**src/ssaq_pkg.sv**
```systemverilog
// Shared types and constants for the single-server admission queue.
// No dependencies; imported by ssaq_ctrl, ssaq_datapath and the top level.
package ssaq_pkg;

  localparam int unsigned LIMIT_W     = 5;
  localparam int unsigned CLIENTS_W   = 8;
  localparam int unsigned CFG_IDX_W   = 1;
  localparam int unsigned CFG_DATA_W  = 8;

  localparam logic [LIMIT_W-1:0]   LIMIT_RST    = 5'd4;
  localparam logic [CLIENTS_W-1:0] EXPECTED_RST = 8'd1;

  typedef enum logic [1:0] {
    MODE_FINISH = 2'd0,
    MODE_NEXT   = 2'd1,
    MODE_ARRIVE = 2'd2
  } mode_e;

  typedef enum logic [CFG_IDX_W-1:0] {
    CFG_QUEUE_LIMIT = 1'd0,
    CFG_EXPECTED    = 1'd1
  } cfg_idx_e;

  typedef enum logic {
    KIND_DISPATCH = 1'b0,
    KIND_STOP     = 1'b1
  } kind_e;

  // Controller to datapath
  typedef struct packed {
    logic clr_busy;
    logic set_busy;
    logic dec_left;
    logic push;
    logic pop;
    logic emit_stop;
    logic emit_arrival;
    logic emit_pop;
  } cmd_t;

  // Datapath to controller
  typedef struct packed {
    logic left_zero;
    logic left_one;
    logic queue_empty;
    logic queue_room;
    logic server_busy;
  } status_t;

endpackage

```
**src/single_server_admission_queue.sv**
```systemverilog
// Top level of the single-server admission queue (dispatcher with tail drop).
// Depends on ssaq_pkg, ssaq_ctrl and ssaq_datapath.
//
//   channel  | handshake                 | payload
//   ---------+---------------------------+------------------------------------
//   event    | start_i, busy_o           | mode_i, client_id_i
//   result   | result_valid_o (strobe)   | result_kind_o, dispatched_id_o
//   config   | cfg_valid_i, cfg_ready_o  | cfg_index_i, cfg_data_i
//
// An event transaction completes at a clock edge with start_i high and busy_o
// low. For most events, any result strobes in the cycle after the edge. A
// dispatch from the waiting queue passes through the registered read port of
// the waiting store and then the result register; busy_o is high for one cycle
// in between. The result strobe lasts one cycle and cannot be stalled. Reset
// is asynchronous and active low; after it the block takes events at once,
// with no clearing pass over the store.
module single_server_admission_queue
  import ssaq_pkg::*;
#(
  parameter int unsigned QUEUE_DEPTH = 16,
  parameter int unsigned ID_BITS     = 8
) (
  input  logic                  clk_i,
  input  logic                  rst_ni,
  // event transaction
  input  logic                  start_i,
  output logic                  busy_o,
  input  logic [1:0]            mode_i,
  input  logic [ID_BITS-1:0]    client_id_i,
  // result strobe
  output logic                  result_valid_o,
  output logic                  result_kind_o,
  output logic [ID_BITS-1:0]    dispatched_id_o,
  // configuration writes
  input  logic                  cfg_valid_i,
  output logic                  cfg_ready_o,
  input  logic [CFG_IDX_W-1:0]  cfg_index_i,
  input  logic [CFG_DATA_W-1:0] cfg_data_i
);

  cmd_t    cmd;
  status_t status;
  logic    cfg_we;

  // hold off config writes while a queue read is in flight
  assign cfg_ready_o = ~busy_o;
  assign cfg_we      = cfg_valid_i & cfg_ready_o;

  // Sequencer: decodes each event against the queue status, issues one
  // command set, and tracks the pending store read and the stopped state.
  ssaq_ctrl u_ctrl (
    .clk_i    (clk_i),
    .rst_ni   (rst_ni),
    .start_i  (start_i),
    .mode_i   (mode_i),
    .status_i (status),
    .cmd_o    (cmd),
    .busy_o   (busy_o)
  );

  // Datapath: circular waiting store, occupancy, server flag, client
  // countdown, config registers and the result register.
  ssaq_datapath #(
    .QUEUE_DEPTH (QUEUE_DEPTH),
    .ID_BITS     (ID_BITS)
  ) u_datapath (
    .clk_i           (clk_i),
    .rst_ni          (rst_ni),
    .cmd_i           (cmd),
    .status_o        (status),
    .client_id_i     (client_id_i),
    .cfg_we_i        (cfg_we),
    .cfg_index_i     (cfg_index_i),
    .cfg_data_i      (cfg_data_i),
    .result_valid_o  (result_valid_o),
    .result_kind_o   (result_kind_o),
    .dispatched_id_o (dispatched_id_o)
  );

  // The busy pulse of a queue read is high for exactly one cycle.
  a_pop_one_cycle: assert property (@(posedge clk_i) disable iff (!rst_ni)
    busy_o |=> !busy_o)
    else $error("busy held longer than one cycle");

  // A queue read always ends in a dispatch result.
  a_pop_dispatches: assert property (@(posedge clk_i) disable iff (!rst_ni)
    busy_o |=> (result_valid_o && (result_kind_o == KIND_DISPATCH)))
    else $error("queue read without dispatch result");

  // Nothing follows the stop result.
  a_stop_last: assert property (@(posedge clk_i) disable iff (!rst_ni)
    (result_valid_o && (result_kind_o == KIND_STOP)) |=> !result_valid_o)
    else $error("result after stop");

endmodule

```
**src/ssaq_ctrl.sv**
```systemverilog
// Event sequencer of the single-server admission queue.
// Depends on ssaq_pkg; drives the command struct of ssaq_datapath.
module ssaq_ctrl
  import ssaq_pkg::*;
(
  input  logic        clk_i,
  input  logic        rst_ni,
  input  logic        start_i,
  input  logic [1:0]  mode_i,
  input  status_t     status_i,
  output cmd_t        cmd_o,
  output logic        busy_o
);

  typedef enum logic [2:0] {
    ST_RUN  = 3'b001,
    ST_POP  = 3'b010,
    ST_STOP = 3'b100
  } state_e;

  state_e state_q, state_d;

  always_comb begin
    cmd_o   = '0;
    state_d = state_q;
    case (state_q)
      ST_RUN: begin
        if (start_i) begin
          if (status_i.left_zero) begin
            cmd_o.emit_stop = 1'b1;
            state_d         = ST_STOP;
          end else begin
            case (mode_e'(mode_i))
              MODE_FINISH: begin
                cmd_o.clr_busy = 1'b1;
                cmd_o.dec_left = 1'b1;
                if (status_i.left_one) begin
                  cmd_o.emit_stop = 1'b1;
                  state_d         = ST_STOP;
                end
              end
              MODE_NEXT: begin
                if (!status_i.queue_empty) begin
                  cmd_o.pop      = 1'b1;
                  cmd_o.set_busy = 1'b1;
                  state_d        = ST_POP;
                end
              end
              MODE_ARRIVE: begin
                if (status_i.queue_empty && !status_i.server_busy) begin
                  cmd_o.set_busy     = 1'b1;
                  cmd_o.emit_arrival = 1'b1;
                end else if (status_i.queue_room) begin
                  cmd_o.push = 1'b1;
                end else begin
                  // drop the client, it counts as done
                  cmd_o.dec_left = 1'b1;
                  if (status_i.left_one) begin
                    cmd_o.emit_stop = 1'b1;
                    state_d         = ST_STOP;
                  end
                end
              end
              default: ;
            endcase
          end
        end
      end
      ST_POP: begin
        // store read data is valid now, hand it to the output
        cmd_o.emit_pop = 1'b1;
        state_d        = ST_RUN;
      end
      ST_STOP: ;
      default: state_d = ST_RUN;
    endcase
  end

  always_ff @(posedge clk_i or negedge rst_ni) begin
    if (!rst_ni) begin
      state_q <= ST_RUN;
    end else begin
      state_q <= state_d;
    end
  end

  assign busy_o = (state_q == ST_POP);

endmodule

```
**src/ssaq_datapath.sv**
```systemverilog
// Waiting store, pointers, counters, config registers and result register.
// Depends on ssaq_pkg; controlled by ssaq_ctrl.
module ssaq_datapath
  import ssaq_pkg::*;
#(
  parameter int unsigned QUEUE_DEPTH = 16,
  parameter int unsigned ID_BITS     = 8
) (
  input  logic                  clk_i,
  input  logic                  rst_ni,
  input  cmd_t                  cmd_i,
  output status_t               status_o,
  input  logic [ID_BITS-1:0]    client_id_i,
  input  logic                  cfg_we_i,
  input  logic [CFG_IDX_W-1:0]  cfg_index_i,
  input  logic [CFG_DATA_W-1:0] cfg_data_i,
  output logic                  result_valid_o,
  output logic                  result_kind_o,
  output logic [ID_BITS-1:0]    dispatched_id_o
);

  localparam int unsigned PTR_W = (QUEUE_DEPTH > 1) ? $clog2(QUEUE_DEPTH) : 1;
  localparam int unsigned CNT_W = $clog2(QUEUE_DEPTH + 1);
  localparam int unsigned CMP_W = (CNT_W > LIMIT_W) ? CNT_W : LIMIT_W;
  localparam logic [PTR_W-1:0] LAST_SLOT = PTR_W'(QUEUE_DEPTH - 1);
  localparam logic [CMP_W-1:0] DEPTH_C   = CMP_W'(QUEUE_DEPTH);

  logic [ID_BITS-1:0]   mem_q [QUEUE_DEPTH];
  logic [ID_BITS-1:0]   rd_q;
  logic [PTR_W-1:0]     head_q, tail_q;
  logic [CNT_W-1:0]     count_q;
  logic                 srv_busy_q;
  logic [CLIENTS_W-1:0] left_q;
  logic [LIMIT_W-1:0]   limit_q;
  logic                 valid_q;
  logic                 kind_q;
  logic [ID_BITS-1:0]   id_q;

  logic [CMP_W-1:0] limit_ext;
  logic [CMP_W-1:0] limit_eff;

  // clamp the programmed limit to the physical depth
  assign limit_ext = CMP_W'(limit_q);
  assign limit_eff = (limit_ext > DEPTH_C) ? DEPTH_C : limit_ext;

  assign status_o.left_zero   = (left_q == '0);
  assign status_o.left_one    = (left_q == CLIENTS_W'(1));
  assign status_o.queue_empty = (count_q == '0);
  assign status_o.queue_room  = (CMP_W'(count_q) < limit_eff);
  assign status_o.server_busy = srv_busy_q;

  // waiting store: one write port, one registered read port
  always_ff @(posedge clk_i) begin
    if (cmd_i.push) begin
      mem_q[tail_q] <= client_id_i;
    end
    if (cmd_i.pop) begin
      rd_q <= mem_q[head_q];
    end
  end

  always_ff @(posedge clk_i or negedge rst_ni) begin
    if (!rst_ni) begin
      head_q     <= '0;
      tail_q     <= '0;
      count_q    <= '0;
      srv_busy_q <= 1'b0;
      left_q     <= EXPECTED_RST;
      limit_q    <= LIMIT_RST;
      valid_q    <= 1'b0;
    end else begin
      if (cmd_i.push) begin
        tail_q  <= (tail_q == LAST_SLOT) ? '0 : tail_q + 1'b1;
        count_q <= count_q + 1'b1;
      end
      if (cmd_i.pop) begin
        head_q  <= (head_q == LAST_SLOT) ? '0 : head_q + 1'b1;
        count_q <= count_q - 1'b1;
      end
      if (cmd_i.set_busy) begin
        srv_busy_q <= 1'b1;
      end else if (cmd_i.clr_busy) begin
        srv_busy_q <= 1'b0;
      end
      if (cfg_we_i && (cfg_idx_e'(cfg_index_i) == CFG_QUEUE_LIMIT)) begin
        limit_q <= cfg_data_i[LIMIT_W-1:0];
      end
      // a write of the expected count loads the countdown
      if (cfg_we_i && (cfg_idx_e'(cfg_index_i) == CFG_EXPECTED)) begin
        left_q <= cfg_data_i[CLIENTS_W-1:0];
      end else if (cmd_i.dec_left) begin
        left_q <= left_q - 1'b1;
      end
      valid_q <= cmd_i.emit_stop | cmd_i.emit_arrival | cmd_i.emit_pop;
    end
  end

  always_ff @(posedge clk_i) begin
    if (cmd_i.emit_stop) begin
      kind_q <= KIND_STOP;
      id_q   <= '0;
    end else if (cmd_i.emit_arrival) begin
      kind_q <= KIND_DISPATCH;
      id_q   <= client_id_i;
    end else if (cmd_i.emit_pop) begin
      kind_q <= KIND_DISPATCH;
      id_q   <= rd_q;
    end
  end

  assign result_valid_o  = valid_q;
  assign result_kind_o   = kind_q;
  assign dispatched_id_o = id_q;

endmodule

```
**config.mk**
```make
export PLATFORM = sky130hd
export DESIGN_NAME = single_server_admission_queue
export DESIGN_NICKNAME = d
export VERILOG_FILES = /design/src/ssaq_pkg.sv /design/src/single_server_admission_queue.sv /design/src/ssaq_ctrl.sv /design/src/ssaq_datapath.sv
export SDC_FILE = /design/constraint.sdc
export NUM_CORES = 1
export LEC_CHECK = 0
export ABC_AREA = 1
export BUFFER_PORTS_ARGS = -buffer_cell sky130_fd_sc_hd__buf_2
export CAP_MARGIN = 10
export CORE_ASPECT_RATIO = 1.75
export CORE_MARGIN = 1
export CORE_UTILIZATION = 41
export DETAILED_ROUTE_END_ITERATION = 6
export GPL_TIMING_DRIVEN = 0
export PLACE_DENSITY_LB_ADDON = 0.1
export REMOVE_ABC_BUFFERS = 1
export SYNTH_ARGS = -nofsm -noshare
export SYNTH_HDL_FRONTEND = slang
export SYNTH_SLANG_ARGS = --single-unit
export TNS_END_PERCENT = 100
```
**constraint.sdc**
```tcl
create_clock -name clk_i -period 3.3 [get_ports clk_i]
set_clock_uncertainty 0.15 [all_clocks]
set_input_delay 0.495 -clock clk_i [delete_from_list [all_inputs] [get_ports clk_i]]
set_output_delay 0.495 -clock clk_i [all_outputs]
set_load 0.05 [all_outputs]
```
==> PnR_summary.wiki <==
{| class="wikitable"
! Metric !! Value
|-
| Cell seen most often among critical-path stages || nand2_1
|-
| Element type at the critical path end || flop
|-
| Worst slack after detailed placement || -0.04783 ns
|-
| CP Class || reg2reg
|-
| Antenna violations before repair || 0
|-
| Combined buffer and inverter count along the critical path || 2
|-
| Worst-Skew Late Latency || 0.43 ns
|-
| Placement row count || 67
|-
| Post-detailed-route via-to-cell ratio || 5.095
|-
| Detailed-router iteration count before antenna repair || 7
|-
| Post-route antenna net violation count || 0
|-
| Routed wire per std cell || 17.58 um
|-
| Largest net degree at the start of global routing || 56
|-
| Number of instances in the synthesized netlist || 766
|-
| Peak fanout along the critical path || 8
|-
| Number of global-route vias before repair || 5,425
|-
| R2r setup slk || 0.28 ns
|-
| Number of vias in the routed layout || 5,345
|-
| Yosys reg bits || 176
|-
| Layout Utilization || 46.91%
|-
| Worst hold slack || -0.01214 ns
|-
| Cells taking the most area after synthesis || edfxtp_1 (51%), dfrtp_1 (8.8%), nand2_1 (8.6%), nor2_1 (4.3%), o21ai_0 (4.2%)
|-
| Delay-heaviest family, CP || simple AND/OR/NAND/NOR gates
|-
| Net total in the final layout || 837
|-
| Area fraction of the dominant cell type after synthesis || 51.12%
|-
| Worst Path Arrival || 2.93 ns
|-
| Cells on worst reg2reg path || 12
|-
| Main synth FF type || edfxtp_1
|-
| Data required time of the critical path || 3.21 ns
|-
| Sort of element at the start of the critical path || flop
|-
| Total power divided by cell area || 526.2 mW/mm^2
|-
| Starting density of the core || 41.80%
|-
| Number of enable flip-flop cells after synthesis || 136
|-
| Die Y || 186.7 um
|-
| Number of endpoints with negative hold slack in the final report || 10
|-
| Power Total || 4.718 mW
|-
| Post-Synthesis Cell Area || 0.007989 mm^2
|-
| Global-route wire length before repair || 29.37 mm
|-
| RD Place Congestion || 0.8198
|-
| Placeable core region || 0.01911 mm^2
|-
| Cell with the largest stage delay on the worst path || nor2_1
|-
| Commonest cells after routing, fill and taps aside || nand2_1 (184), edfxtp_1 (136), nor2_1 (83), o21ai_0 (67), inv_1 (60)
|-
| Worst hold path type || in2async
|-
| Number of placed instances, taps included || 1,017
|-
| Number of placed I/O pins || 35
|-
| Count of port buffers added during placement || 34
|-
| Total grt overflow || 0
|-
| CTS tree || yes
|-
| Cell breakdown of the critical path || nor4_1, o21ai_0, ha_1, nand2_1, nand2_1, nand2_1, nand3_1, inv_1, nand2_4, nor2_4, inv_2, nor2_1
|-
| Clock slew at reported path FFs || 0.07 ns
|-
| Pleak || 3.634 nW
|-
| Number of CTS-inserted buffers || 17
|-
| Delay of the slowest cell on the worst path || 0.60 ns
|-
| Worst slew slack as a fraction of its limit || 28.14%
|-
| Setup TNS after final layout || 0 ns
|-
| Count of cell types in the netlist || 44
|-
| Sequential cell area fraction in the yosys report || 63.13%
|-
| Share of cells above drive strength 1 || 13.12%
|-
| Result of the run || finished, violations left
|-
| Dpl hpwl || 12.76 mm
|-
| FFs w/ async S/R, synth || 17.61%
|-
| Maximum number of buffers from clock root to sink || 2
|-
| Cts hold-fix bufs || 0
|-
| TritonCTS Sinks || 176
|-
| Crit share post-route || 91.53%
|-
| Max Fclk || 331.1 MHz
|-
| Worst Tran Pin Value || 1.074 ns
|-
| Avg Inst Size Synth || 10.43 um^2
|-
| Antenna Cells || 0
|-
| Die W || 107.5 um
|-
| Post-route DRC violation count || 0
|-
| Root Driver || clkbuf_16
|-
| Max rail drop VDD || 0.0003705 V
|-
| Endpoints failing setup || 0
|-
| DRT iter0 DRCs || 253
|-
| Total length of routed wires || 18.45 mm
|-
| Die Outline Area || 0.02007 mm^2
|-
| Area added between synthesis and finish || 12.23%
|-
| Clock H-tree levels || 4
|-
| Filler-free cell count of the finished design || 1,049
|-
| Most area-hungry cell type in the Yosys netlist || edfxtp_1
|-
| Overall fraction of global-route tracks in use || 19.73%
|-
| Worst Setup Slack, final || 0.2795 ns
|-
| Unrepaired setup endpoints after global routing || false
|-
| Number of max-capacitance violations reported || 0
|-
| Violations in the final reports || negative hold slack
|-
| RR Endpoint || u_datapath.mem_q[7][0]
|-
| Pins Over Slew Limit || 0
|-
| Shortest period the worst path allows || 3.020 ns
|-
| Synth warnings || 0
|-
| RR Startpoint || u_datapath.limit_ext[0]
|-
| Commonest non-fill, non-tap cell in the layout || nand2_1
|}
[cell families (layout without fill, tap and decap cells)]
kind of cell,Yosys count,after routing,synth area share [%]
and+or+nand+nor,354,354,19.70
xor gates and xnor gates,8,8,0.8771
DFF,176,176,63.13
adders and majority gates,19,19,3.070
AOI/OAI and AO/OA,116,116,8.536
muxes,1,1,0.1409
buffers and inverters,92,134,4.542
[cell usage after synthesis (7+ instances only)]
cell and number:
nand2_1 184, edfxtp_1 136, nor2_1 92, o21ai_0 67, inv_1 60, nand3_1 47
dfrtp_1 28, ha_1 18, clkbuf_1 16, o211ai_1 15, a21oi_1 9, dfxtp_1 9
o2111ai_1 9, buf_2 7, o22ai_1 7, xor2_1 7
[flip-flops by register name, summed over array words and instances, names as in the netlist, 3 cells and up]
| register | flops |
|---|---|
| u_datapath.head_q | 4 |
| u_datapath.rd_q | 8 |
| u_datapath.mem_q | 128 |
| u_datapath.limit_ext | 5 |
| u_datapath.left_q | 8 |
| u_datapath.count_q | 5 |
| u_datapath.dispatched_id_o | 8 |
| u_ctrl.state_q | 3 |
| u_datapath.tail_q | 4 |
[area by class of cell]
| cell class | instances | area, um^2 |
|---|---|---|
| inverters | 67 | 261.5 |
| clock inverters | 15 | 137.6 |
| flip-flops and latches | 176 | 5045 |
| well taps | 241 | 301.5 |
| fillers | 1806 | 10150 |
| repair buffers | 35 | 190.2 |
| multi-input cells | 498 | 2605 |
| clock buffers | 17 | 425.4 |
[per-stage QoR]
stage	hold WS (ns)	area, um^2
3_3_place_gp	0.2986	8354
6_report	-0.01214	8966
5_1_grt	0.03995	8966
3_5_place_dp	0.3058	8377
4_1_cts	0.001885	8944
2_1_floorplan	0.04941	7883
[how the worst max path moves through the flow]
stage	from	to	slack, ns	depth (start not counted)
final	u_datapath.limit_ext[0]	u_datapath.mem_q[7][0]	0.28	12
after global routing	u_datapath.limit_ext[0]	u_datapath.mem_q[7][1]	0.004	12
after CTS	u_datapath.limit_ext[0]	u_datapath.mem_q[9][3]	0.14	12
after detailed placement	u_datapath.head_q[0]	u_datapath.rd_q[0]	-0.05	6
after global placement	u_datapath.head_q[0]	u_datapath.rd_q[7]	-2.83	5
after floorplan	u_datapath.head_q[0]	u_datapath.rd_q[3]	-0.48	5
[where the power goes]
| part | leakage, nW | switching, mW | internal (mW) | total, mW |
|---|---|---|---|---|
| registers | 1.65 | 0.0413 | 2.43 | 2.47 |
| clock network | 0.256 | 0.881 | 1.05 | 1.93 |
| logic | 1.72 | 0.220 | 0.101 | 0.321 |
| total | 3.63 | 1.14 | 3.58 | 4.72 |
[metal layers]
metal	GRT usage, %	part of all wire, %
met5	0	0
met3	3.598	2.6
met2	36.14	55
met4	7.534	2.7
met1	22.15	40
[timing repair]
action | in CTS | in global routing
buffers inserted | 0 | 0
setup endpoints to repair | 2 | 63
gates cloned | 0 | 0
pin swaps | 0 | 0
gates resized for setup | 1 | 9
(Power assumes the default switching activity.)
